===== src/rtl/core/ert_ram.sv =====
// Generic single-port-write, single-port-read RAM with registered read data.
// No dependencies.
`timescale 1ns / 1ps

module ert_ram #(
  parameter int WIDTH = 64,
  parameter int DEPTH = 16
) (
  input  logic                     clk,
  input  logic                     we_i,
  input  logic [$clog2(DEPTH)-1:0] waddr_i,
  input  logic [WIDTH-1:0]         wdata_i,
  input  logic [$clog2(DEPTH)-1:0] raddr_i,
  output logic [WIDTH-1:0]         rdata_o
);

  logic [WIDTH-1:0] mem [DEPTH];
  logic [WIDTH-1:0] rdata_r;

  always_ff @(posedge clk) begin
    if (we_i) begin
      mem[waddr_i] <= wdata_i;
    end
    rdata_r <= mem[raddr_i];
  end

  assign rdata_o = rdata_r;

endmodule


===== config.mk =====
export PLATFORM = sky130hd
export DESIGN_NAME = ert_ram
export DESIGN_NICKNAME = d
export VERILOG_FILES = /design/src/rtl/core/ert_ram.sv
export SDC_FILE = /design/constraint.sdc
export NUM_CORES = 1
export LEC_CHECK = 0
export BUFFER_PORTS_ARGS = -buffer_cell sky130_fd_sc_hd__buf_2
export CELL_PAD_IN_SITES_DETAIL_PLACEMENT = 0
export CELL_PAD_IN_SITES_GLOBAL_PLACEMENT = 1
export CORE_UTILIZATION = 43
export CTS_CLUSTER_DIAMETER = 60
export DETAILED_ROUTE_END_ITERATION = 12
export PLACE_DENSITY_LB_ADDON = 0.1
export REMOVE_ABC_BUFFERS = 1
export SLEW_MARGIN = 20
export SYNTH_ARGS = -nofsm -noshare
export SYNTH_HDL_FRONTEND = slang
export SYNTH_SLANG_ARGS = --single-unit

===== constraint.sdc =====
create_clock -name clk -period 6.5 [get_ports clk]
set_input_delay 0.65 -clock clk [delete_from_list [all_inputs] [get_ports clk]]
set_output_delay 0.65 -clock clk [all_outputs]
set_load 0.005 [all_outputs]

==> qor.yml <==
outcome:
  status: "finished clean"
logic_synthesis:
  netlist.top_cell.by_area: "edfxtp_1"
  synth_edf_count: 1024
  yosysTopAreaCellShare_pct: 77.7
  synth.most_common_cell: "edfxtp_1"
  avgSynthCellArea_um2: 24.0
  ys_ff_latch: 1088
  yosys.cell_types.count: 18
  netlist_instances: 1647
  synth_area_leaders: "edfxtp_1, mux4_2, dfxtp_1"
  ys_seq_area_share_pct: 80.9
  synthTopCellsByCount: "edfxtp_1, mux4_2, a22oi_1"
  ys.flop_type: "edfxtp_1"
  syn_area_um2: 39600
  yosysWarnings: 0
  ys_async_sr_fraction_pct: 0
floorplan:
  ioPinCount: 138
  die_area_um2: 93300
  core_um2: 90600
  die_h_um: 305
  start_util_pct: 43.7
  die_w_um: 305
  rows: 110
sta:
  slew_violations: 0
  fmax_ghz: 0.389
  fin_tns_setup_ns: 0
  worst_slew_pin_slew_ns: 1.01
  timing.final.crit_period_ns: 2.57
  relSlewSlack_pct: 32.7
  period_share_pct: 39.6
  rsz0062_at_grt: "no"
  fin_hold_ws_ns: 0.360
  hold_viol_final: 0
  setup_violations: 0
  finalClockSkew_ns: 0.0142
clocking:
  numCtsBuffers: 111
  htreeDepth: 3
  cts.repair.resized: 0
  cts_tree: "done"
  cts_setup_buffers: 0
  cts.path.max_buffers: 3
  ctsHoldBuffers: 0
  clkSinkCount: 1088
  path_clk_slew_ns: 0.06
  clk_latency_ns: 0.66
  root_buffer: "clkbuf_16"
setup_path:
  path_max_fanout: 44
  worstPathRequired_ns: 6.78
  crit_type: "input port to register"
  crit_arrival_ns: 2.85
  worst_setup_path_end_kind: "register"
  worstSetupStartpointType: "input port"
global_routing:
  grt_pass1_wl_um: 132000
  grt_pass1_vias: 19400
  grt.overflow.total: 0
  grt_use_total_pct: 19.6
  grt_start_max_net_pins: 113
  antenna_found_initial: 9
routing:
  via_per_inst: 5.68
  routed_wl_um: 89300
  drt_iter0_drc: 1584
  vias: 17800
  drtPass1Iterations: 5
  remaining_drc_errors: 0
  detail_route.wl_per_cell_um: 28.5
  drtAntennaViolNets: 0
pwr:
  pwr-share-seq_pct: 53.4
  finalPower_mw: 14.8
  p_int_mw: 11.8
  ir_drop_uv: 201
  p_leak_nw: 14.6
  switchingPower_mw: 3.04
  clkPwrFrac_pct: 42.1
  p_comb_share_pct: 4.5
  switching_share_pct: 20.5
  power_density_nw_per_um2: 326
layout:
  fillers: 7197
  final_cells: 3129
  final_util_pct: 50.2
  drive_above_1_share_pct: 31.7
  area_delta_synth_final_pct: 14.8
  finalNetCount: 1928
placed_design:
  gp_congestion: 0.703
  placed_cells: 2917
  io_buffers: 137
  place_hpwl_um: 44400
run:
  maxCapViolCount: 0
hold_path:
  hp-class: "input port to register"
[placed cells by master (no fill, tap or decap), drive strengths merged, types with 2 or more instances in the layout]
cell type     n
nor3          4
nor2         13
edfxtp     1024
clkinv       42
nor2b         2
nand2        65
clkbuf      153
nand3b        2
clkinvlp      6
inv           2
buf         178
a22oi       128
dfxtp        64
nand2b        2
bufinv        8
mux4        256
[final timing paths]
check / startpoint / slack (ns) / cells after the start / endpoint
max: waddr_i[2] / 3.93 / 4 / mem[9][3]$_DFFE_PP_
min: wdata_i[20] / 0.36 / 1 / mem[2][20]$_DFFE_PP_
max reg2reg: mem[10][35]$_DFFE_PP_ / 5.10 / 3 / rdata_o[35]$_DFF_P_
min reg2reg: mem[14][6]$_DFFE_PP_ / 0.67 / 3 / rdata_o[6]$_DFF_P_
[area by class of cell]
cell class	instances	area (µm²)	share of cell area, %
Clock buffer	153	3100	6.82
Antenna cell	1	2.50	0.00551
Multi-Input combinational cell	475	7230	15.9
Timing Repair Buffer	178	1090	2.40
Tap cell	1176	1470	3.24
Sequential cell	1088	32000	70.5
Clock inverter	58	509	1.12
[sequential cells by signal, indices dropped and copies added, names as in the netlist]
signal and count:
mem 1024, rdata_o 64
[cell families (layout without fill, tap and decap cells)]
| family | after synthesis | in the layout | synth area share [%] |
|---|---|---|---|
| buffers and inverters | 84 | 389 | 1.14 |
| muxes | 256 | 256 | 14.6 |
| other | 0 | 1 | 0 |
| DFF | 1088 | 1088 | 80.9 |
| AOI/OAI and AO/OA | 128 | 128 | 2.43 |
| and+or+nand+nor | 91 | 91 | 0.942 |
[metal layers]
metal | vias to the layer above | track usage [%] | share of wire (%)
met1 | 9692 | 28.3 | 45
met4 | 8 | 4.50 | 1.7
met2 | 462 | 31.2 | 48
li1 | 7488 | - | -
met3 | 129 | 3.74 | 5.5
met5 | - | 0 | 0.058
[critical path: stages]
cell and delay (ns):
buf_2 0.12, nand3b_1 0.37, nor2_4 0.77, buf_4 0.85
[stage by stage]
step	cell area, µm²	setup slack, ns
3_5_place_dp	41800	3.18
2_1_floorplan	39100	0.421
4_1_cts	45400	3.87
6_report	45400	3.93
3_3_place_gp	41800	3.21
5_1_grt	45400	3.76
[power by group through the flow]
stage	clock (mW)	combinational [mW]	sequential, mW
after floorplan	0	0.300	8.04
after global placement	0	0.675	8.04
after detailed placement	0	0.684	8.05
after CTS	6.38	0.686	7.90
after global routing	6.64	0.726	7.91
final	6.23	0.666	7.90
Note: power is estimated with default switching activity, not from simulation.
